File: config.mk
export PLATFORM = sky130hd
export DESIGN_NAME = ihp_ctrl
export DESIGN_NICKNAME = d
export VERILOG_FILES = /design/src/rtl/ihp_pkg.sv /design/src/rtl/ihp_ctrl.sv
export SDC_FILE = /design/constraint.sdc
export NUM_CORES = 1
export LEC_CHECK = 0
export BUFFER_PORTS_ARGS = -buffer_cell sky130_fd_sc_hd__clkbuf_2
export CAP_MARGIN = 0
export CORE_ASPECT_RATIO = 0.75
export CORE_MARGIN = 5
export CORE_UTILIZATION = 45
export CTS_CLUSTER_SIZE = 10
export DETAILED_ROUTE_END_ITERATION = 10
export GPL_TIMING_DRIVEN = 0
export PLACE_DENSITY = 0.75
export RECOVER_POWER = 25
export SLEW_MARGIN = 20
export SYNTH_ARGS = -nofsm -noshare
export SYNTH_HDL_FRONTEND = slang
export SYNTH_SLANG_ARGS = --single-unit
export TNS_END_PERCENT = 10
File: constraint.sdc
create_clock -name clk -period 1.95 [get_ports clk]
set_input_delay 0.0975 -clock clk [delete_from_list [all_inputs] [get_ports clk]]
set_output_delay 0.0975 -clock clk [all_outputs]
set_load 0.02 [all_outputs]
File: src/rtl/ihp_pkg.sv
// Shared types and constants for the indexed min-heap.
`default_nettype none
package ihp_pkg;

	localparam int CapacityDefault = 256;
	localparam int NumIds = 256;
	localparam int IdW = 8;
	localparam int PriW = 16;
	localparam int CmdW = 2;
	localparam int StatW = 2;
	localparam int EntryW = PriW + IdW;
	localparam int InDataW = ((IdW + PriW + 7) / 8) * 8;

	typedef struct packed {
		logic [PriW-1:0] pri;
		logic [IdW-1:0]  id;
	} entry_t;

	typedef enum logic [CmdW-1:0] {
		CMD_INSERT  = 2'd0,
		CMD_CHANGE  = 2'd1,
		CMD_EXTRACT = 2'd2,
		CMD_DELETE  = 2'd3
	} cmd_t;

	typedef enum logic [StatW-1:0] {
		ST_OK     = 2'd0,
		ST_EMPTY  = 2'd1,
		ST_FULL   = 2'd2,
		ST_ABSENT = 2'd3
	} stat_t;

	typedef enum logic [2:0] {
		RD_NONE, RD_S, RD_PARENT, RD_LAST, RD_LEFT, RD_RIGHT
	} rd_sel_t;

	typedef enum logic [1:0] {
		WR_NONE, WR_HELD, WR_RD, WR_CHILD
	} wr_sel_t;

	typedef enum logic [2:0] {
		S_KEEP, S_COUNT, S_ZERO, S_MAP, S_PARENT, S_CHILD
	} s_sel_t;

	typedef enum logic [1:0] {
		H_KEEP, H_REQ, H_RD
	} hold_sel_t;

	typedef enum logic [1:0] {
		CH_KEEP, CH_RD_LEFT, CH_PICK
	} child_sel_t;

	typedef struct packed {
		logic       in_ready;
		rd_sel_t    rd_sel;
		wr_sel_t    wr_sel;
		s_sel_t     s_sel;
		hold_sel_t  hold_sel;
		logic       load_left;
		child_sel_t child_sel;
		logic       cnt_inc;
		logic       cnt_dec;
		logic       mark_start;
		logic       capture_out;
		logic       set_status;
		stat_t      status;
		logic       out_load;
	} ctl_t;

	typedef struct packed {
		logic accept;
		cmd_t cmd;
		logic present;
		logic full;
		logic empty;
		logic s_zero;
		logic parent_greater;
		logic at_start;
		logic s_below;
		logic l_in;
		logic r_in;
		logic child_less;
		logic pri_eq;
		logic pri_lt;
		logic out_free;
	} sts_t;

endpackage
`default_nettype wire

File: src/rtl/ihp_ctrl.sv
// Controller state machine sequencing lookups, removals and sifts.
`default_nettype none
module ihp_ctrl (
	input  logic          clk,
	input  logic          arst_n,
	input  ihp_pkg::sts_t sts,
	output ihp_pkg::ctl_t ctl
);

	typedef enum logic [3:0] {
		IDLE, LOOK, CH_A, CH_B, RM_A, RM_B, RM_C,
		UP_RD, UP_CMP, DN_RD, DN_RL, DN_RR, DN_CMP, FIN
	} state_t;

	state_t state_q, state_d;
	logic   need_down_q, need_down_d;
	logic   down_after_up;

	// After a removal the moved element goes down only if sift-up left it in place.
	assign down_after_up = need_down_q && sts.at_start;

	always_comb begin
		state_d = state_q;
		need_down_d = need_down_q;
		ctl = '0;
		ctl.rd_sel = ihp_pkg::RD_NONE;
		ctl.wr_sel = ihp_pkg::WR_NONE;
		ctl.s_sel = ihp_pkg::S_KEEP;
		ctl.hold_sel = ihp_pkg::H_KEEP;
		ctl.child_sel = ihp_pkg::CH_KEEP;
		ctl.status = ihp_pkg::ST_OK;
		case (state_q)
			IDLE: begin
				ctl.in_ready = 1'b1;
				if (sts.accept) begin
					state_d = LOOK;
				end
			end
			LOOK: begin
				case (sts.cmd)
					ihp_pkg::CMD_INSERT: begin
						if (sts.present) begin
							ctl.set_status = 1'b1;
							ctl.status = ihp_pkg::ST_ABSENT;
							state_d = FIN;
						end else if (sts.full) begin
							ctl.set_status = 1'b1;
							ctl.status = ihp_pkg::ST_FULL;
							state_d = FIN;
						end else begin
							ctl.s_sel = ihp_pkg::S_COUNT;
							ctl.cnt_inc = 1'b1;
							ctl.hold_sel = ihp_pkg::H_REQ;
							need_down_d = 1'b0;
							state_d = UP_RD;
						end
					end
					ihp_pkg::CMD_CHANGE: begin
						if (!sts.present) begin
							ctl.set_status = 1'b1;
							ctl.status = ihp_pkg::ST_ABSENT;
							state_d = FIN;
						end else begin
							ctl.s_sel = ihp_pkg::S_MAP;
							state_d = CH_A;
						end
					end
					ihp_pkg::CMD_EXTRACT: begin
						if (sts.empty) begin
							ctl.set_status = 1'b1;
							ctl.status = ihp_pkg::ST_EMPTY;
							state_d = FIN;
						end else begin
							ctl.s_sel = ihp_pkg::S_ZERO;
							state_d = RM_A;
						end
					end
					default: begin
						if (!sts.present) begin
							ctl.set_status = 1'b1;
							ctl.status = ihp_pkg::ST_ABSENT;
							state_d = FIN;
						end else begin
							ctl.s_sel = ihp_pkg::S_MAP;
							state_d = RM_A;
						end
					end
				endcase
			end
			CH_A: begin
				ctl.rd_sel = ihp_pkg::RD_S;
				state_d = CH_B;
			end
			CH_B: begin
				if (sts.pri_eq) begin
					state_d = FIN;
				end else begin
					ctl.hold_sel = ihp_pkg::H_REQ;
					need_down_d = 1'b0;
					state_d = sts.pri_lt ? UP_RD : DN_RD;
				end
			end
			RM_A: begin
				ctl.rd_sel = ihp_pkg::RD_S;
				state_d = RM_B;
			end
			RM_B: begin
				ctl.capture_out = 1'b1;
				ctl.rd_sel = ihp_pkg::RD_LAST;
				ctl.cnt_dec = 1'b1;
				state_d = RM_C;
			end
			RM_C: begin
				if (sts.s_below) begin
					ctl.hold_sel = ihp_pkg::H_RD;
					ctl.mark_start = 1'b1;
					need_down_d = 1'b1;
					state_d = UP_RD;
				end else begin
					state_d = FIN;
				end
			end
			UP_RD: begin
				if (sts.s_zero) begin
					ctl.wr_sel = ihp_pkg::WR_HELD;
					state_d = down_after_up ? DN_RD : FIN;
				end else begin
					ctl.rd_sel = ihp_pkg::RD_PARENT;
					state_d = UP_CMP;
				end
			end
			UP_CMP: begin
				if (sts.parent_greater) begin
					ctl.wr_sel = ihp_pkg::WR_RD;
					ctl.s_sel = ihp_pkg::S_PARENT;
					state_d = UP_RD;
				end else begin
					ctl.wr_sel = ihp_pkg::WR_HELD;
					state_d = down_after_up ? DN_RD : FIN;
				end
			end
			DN_RD: begin
				if (!sts.l_in) begin
					ctl.wr_sel = ihp_pkg::WR_HELD;
					state_d = FIN;
				end else begin
					ctl.rd_sel = ihp_pkg::RD_LEFT;
					state_d = DN_RL;
				end
			end
			DN_RL: begin
				ctl.load_left = 1'b1;
				if (sts.r_in) begin
					ctl.rd_sel = ihp_pkg::RD_RIGHT;
					state_d = DN_RR;
				end else begin
					ctl.child_sel = ihp_pkg::CH_RD_LEFT;
					state_d = DN_CMP;
				end
			end
			DN_RR: begin
				ctl.child_sel = ihp_pkg::CH_PICK;
				state_d = DN_CMP;
			end
			DN_CMP: begin
				if (sts.child_less) begin
					ctl.wr_sel = ihp_pkg::WR_CHILD;
					ctl.s_sel = ihp_pkg::S_CHILD;
					state_d = DN_RD;
				end else begin
					ctl.wr_sel = ihp_pkg::WR_HELD;
					state_d = FIN;
				end
			end
			FIN: begin
				if (sts.out_free) begin
					ctl.out_load = 1'b1;
					state_d = IDLE;
				end
			end
			default: begin
				state_d = IDLE;
			end
		endcase
	end

	always_ff @(posedge clk or negedge arst_n) begin
		if (!arst_n) begin
			state_q <= IDLE;
			need_down_q <= 1'b0;
		end else begin
			state_q <= state_d;
			need_down_q <= need_down_d;
		end
	end

endmodule
`default_nettype wire

[Word-level counts from Yosys, hierarchy flattened]
Index checks and enable logic that the tools add are counted.
Storage, ports and cells
  register bits: 5
  bits in latches: 0
  bits in writable memories: 0
  ROM bits: 0
  bits of input ports: 18
  memories kept: 0
Operators by class
  add/subtract/negate cells: 0
  $mul: 0
  divide/modulo/power cells: 0
  order comparisons: 0
  eq/ne operators: 22
  shifts and indexed selects: 0
  multiplexer cells: 64
  bitwise operators: 0
  reductions and logical operators: 7
Operators by type and width (number)
  $pmux W4 S14: 1
  $mux W3: 16
  $mux W4: 11
  $eq A4 B4 Y1 const B: 6
  $mux W1: 20
  $eq A4 B3 Y1 const B: 4
  $pmux W3 S5: 1
  $mux W2: 7
  $ne A2 B2 Y1 const B: 6
  $pmux W3 S2: 2
  $pmux W4 S3: 1
  $pmux W3 S3: 1
  $eq A4 B2 Y1 const B: 2
  $pmux W2 S4: 1
  $pmux W2 S3: 1
  $reduce_and A6 Y1: 1
  $eq A4 B1 Y1 const B: 1
  $logic_not A4 Y1: 1
  $pmux W2 S2: 1
  $pmux W1 S3: 1
  $reduce_bool A3 Y1: 1
  $eq A2 B1 Y1 const B: 1
  $eq A2 B2 Y1 const B: 1
  $logic_not A2 Y1: 1
  other kinds (4): 4

[Longest topological paths before layout]
  depth in word-level cells: 4
  gate-level depth with buffers: 6
  gate-level depth less buffers: 4

[Worst setup path before layout]
OpenSTA, ideal clock, no wires.
  kind: reg-to-reg
  from: reg state_q[3]
  to: reg state_q[0]
  library setup time: 0.124 ns
  arrival time: 1.846 ns
  setup slack: -0.020 ns
  stages on the path, launching flop included: 6
  buffers on the path: 2
  cells stage by stage: dfrtp_1 -> buf_6 -> buf_2 -> nor4_1 -> a2bb2oi_1 -> a211o_1
On the way
  cells in the longest elaborated chain, start to end: 3
Ends and longest elaborated chain
  start: declaration: line ihp_ctrl.sv:15  | state_t state_q, state_d;
  start signal: assignment: line ihp_ctrl.sv:192  | state_q <= state_d;
  $eq A4 B4 Y1 or $logic_not A4 Y1 (tied branches): line ihp_ctrl.sv:32  | case (state_q)
  $ne A2 B2 Y1 (no line)
  $reduce_and A2 Y1 (no line)
Parallel ways exist; a longest one is shown, timed or not.
A chain may end at the register's enable or synchronous reset.

==> flow_metrics.tcl <==
set metrics [dict create \
    area_growth_pct 34.6 \
    syn_nets 134 \
    async_flop_share 1.00 \
    fin_tns_setup_ns 0 \
    fin_cells 181 \
    io_pins 40 \
    placedCellCount 176 \
    fmax_mhz 520 \
    grt_pass1_vias 990 \
    setup_slack_ns 0.0252 \
    drt-total-wl_um 2700 \
    wl_per_cell_um 14.9 \
    endpoint_kind "output port" \
    syn-instance-count 116 \
    drcViolationCount 0 \
    synth_cell_types 44 \
    die-width_um 58.8 \
    period_needed_ns 1.92 \
    rsz0062_at_grt "true" \
    tightest_slew_ns 0.381 \
    cts_tree "yes" \
    whs_ns 0.219 \
    dieHeight_um 46.6 \
    clock-sinks 5 \
    cts_buffers 3 \
    synth_most_common_cell "nor2_1" \
    row_count 13 \
    ant_nets 0 \
    p_leak_nw 0.525 \
    ys.warnings.count 0 \
    syn_avg_cell_area_um2 6.92 \
    grt_pass1_wl_um 4330 \
    min_path_type "input pin to register" \
    yosys-top-cells-area "dfrtp_1, nand2b_1, nor2_1" \
    critPathLaunchType "register" \
    r2r_start "state_q[2]" \
    yosysTopAreaCellShare 0.156 \
    grt_max_degree 11 \
    cp.arrival_ns 1.83 \
    finalNetCount 178 \
    gp_congestion 0.935 \
    netlist_area_um2 803 \
    grt-ovfl-total 0 \
    multiInputGateArea_um2 597 \
    drive_above_1_share 0.365 \
    drt_pre_antenna_iters 4 \
    crit_type "register to output port" \
    relSlewSlack 0.746 \
    synthTopCellsByCount "nor2_1, nand2b_1, a21oi_1, nand2_1, inv_1" \
    status "finished clean" \
    diodes 0 \
    yosys.area.top_type "dfrtp_1" \
    antenna_found_initial 0 \
    yosys_most_used_dff "dfrtp_1" \
    ir_drop_v 0.000678 \
    core_mm2 0.00171 \
    cts.htree.levels 1 \
    finalSetupViolCount 0 \
    clock-skew-final_ns 0.00159 \
    die_area_mm2 0.00274 \
    fillerInstances 165 \
    dpl.hpwl_um 2170 \
    ys_seq_area_frac 0.156 \
    synth-seq-cells 5 \
    drt_iter0_drc 53 \
    cts_root_buffer "clkbuf_4" \
    synth_edf_count 0 \
    clock_latency_ns 0.24 \
    hold_viol_final 0 \
    pre_cts_slack_ns 0.274 \
    cp.required_ns 1.85 \
    holdCritStartpoint "sts[2]" \
    cp_max_fo 10 \
    fin_crit_sh 0.987 \
    r2r_slack_ns 0.26 \
    clk_pin_slew_ns 0.04 \
    vias 1085 \
    viasPerCell 5.99 \
    seqCellArea_um2 125 \
    whs_endpoint "need_down_q" \
    io_buffers 38 \
    grt_usage 0.202 \
    max_cap_violations 0 \
    hold_path_depth 3 \
    power_density_mw_per_mm2 1480 \
    cts_setup_buffers 0 \
    initial_core_util 0.470 \
    reg2reg_depth 4 \
    clock_path_buffers 2 \
    r2r-end "state_q[2]" \
    finalMaxSlewViolations 0 \
]
how the worst max path moves through the flow:
stage	start	endpoint	slack, ns	cells after the start
5_1_grt	state_q[3]	ctl[13]	-0.01	6
4_1_cts	state_q[3]	ctl[13]	0.008	6
6_report	state_q[3]	ctl[1]	0.03	5
3_5_place_dp	state_q[3]	ctl[3]	0.27	6
3_3_place_gp	state_q[2]	state_q[2]	0.28	4
2_1_floorplan	state_q[3]	ctl[11]	0.14	5
sequential cells by signal, indices dropped and copies added (netlist names):
register and cells:
need_down_q 1, state_q 4
cells in the final DEF (no fill, tap or decap), types with 2 or more instances in the layout:
| cell | n |
|---|---|
| o221ai_1 | 2 |
| nand3_1 | 4 |
| buf_6 | 3 |
| nand2b_1 | 9 |
| a21oi_1 | 8 |
| o21a_1 | 3 |
| a2bb2oi_1 | 2 |
| nor3_1 | 4 |
| a211oi_1 | 4 |
| inv_1 | 6 |
| clkbuf_2 | 34 |
| dfrtp_1 | 5 |
| clkbuf_4 | 3 |
| nor4_2 | 2 |
| nand3b_1 | 3 |
| or4_1 | 2 |
| clkbuf_1 | 4 |
| buf_2 | 7 |
| buf_4 | 3 |
| a21oi_2 | 2 |
| nor2_1 | 13 |
| nor2b_1 | 2 |
| nand2_1 | 8 |
| o32ai_1 | 3 |
per-stage QoR:
stage,util,total power [mW],cell area (um2)
global placement,0.601,1.43,1030
global route,0.633,1.71,1080
CTS,0.623,1.57,1060
floorplan,-,1.11,810
finish,0.633,1.60,1080
detailed placement,0.601,1.44,1030
layer usage:
| layer | vias up | GRT usage | wire length [um] |
|---|---|---|---|
| li1 | 526 | - | - |
| met1 | 487 | 0.285 | 1210 |
| met2 | 70 | 0.328 | 1180 |
| met3 | 2 | 0.0224 | 296 |
| met4 | 0 | 0.0543 | 17 |
| met5 | - | 0 | 0 |
where the power goes:
part	internal (mW)	switching (mW)	total, mW
logic	0.484	0.800	1.28
registers	0.158	0.0426	0.201
clock network	0.0772	0.0401	0.117
layout make-up:
cell class	instances	area share
Clock buffer	4	0.0243
Tap cell	22	0.0255
Buffer	12	0.0706
Timing Repair Buffer	39	0.191
Multi-Input combinational cell	93	0.552
Inverter	6	0.0208
Sequential cell	5	0.116
worst max-delay path: stages, from the launching register on:
cell and delay [ns]:
dfrtp_1 0.36, buf_6 0.14, or4b_4 0.51, buf_6 0.15, a211oi_1 0.21, clkbuf_2 0.22
repair_timing:
item,in CTS,in global routing
hold endpoints to repair,5,0
resized for setup,0,11
hold buffers,1,0
endpoints found under the setup margin,0,7
logic make-up after synthesis:
kind of cell    after synthesis  share of synthesized area
simple gates                 54                      0.357
compound gates               39                      0.368
flops                         5                      0.156
buf+inv                      18                      0.120
(Power assumes the default switching activity.)
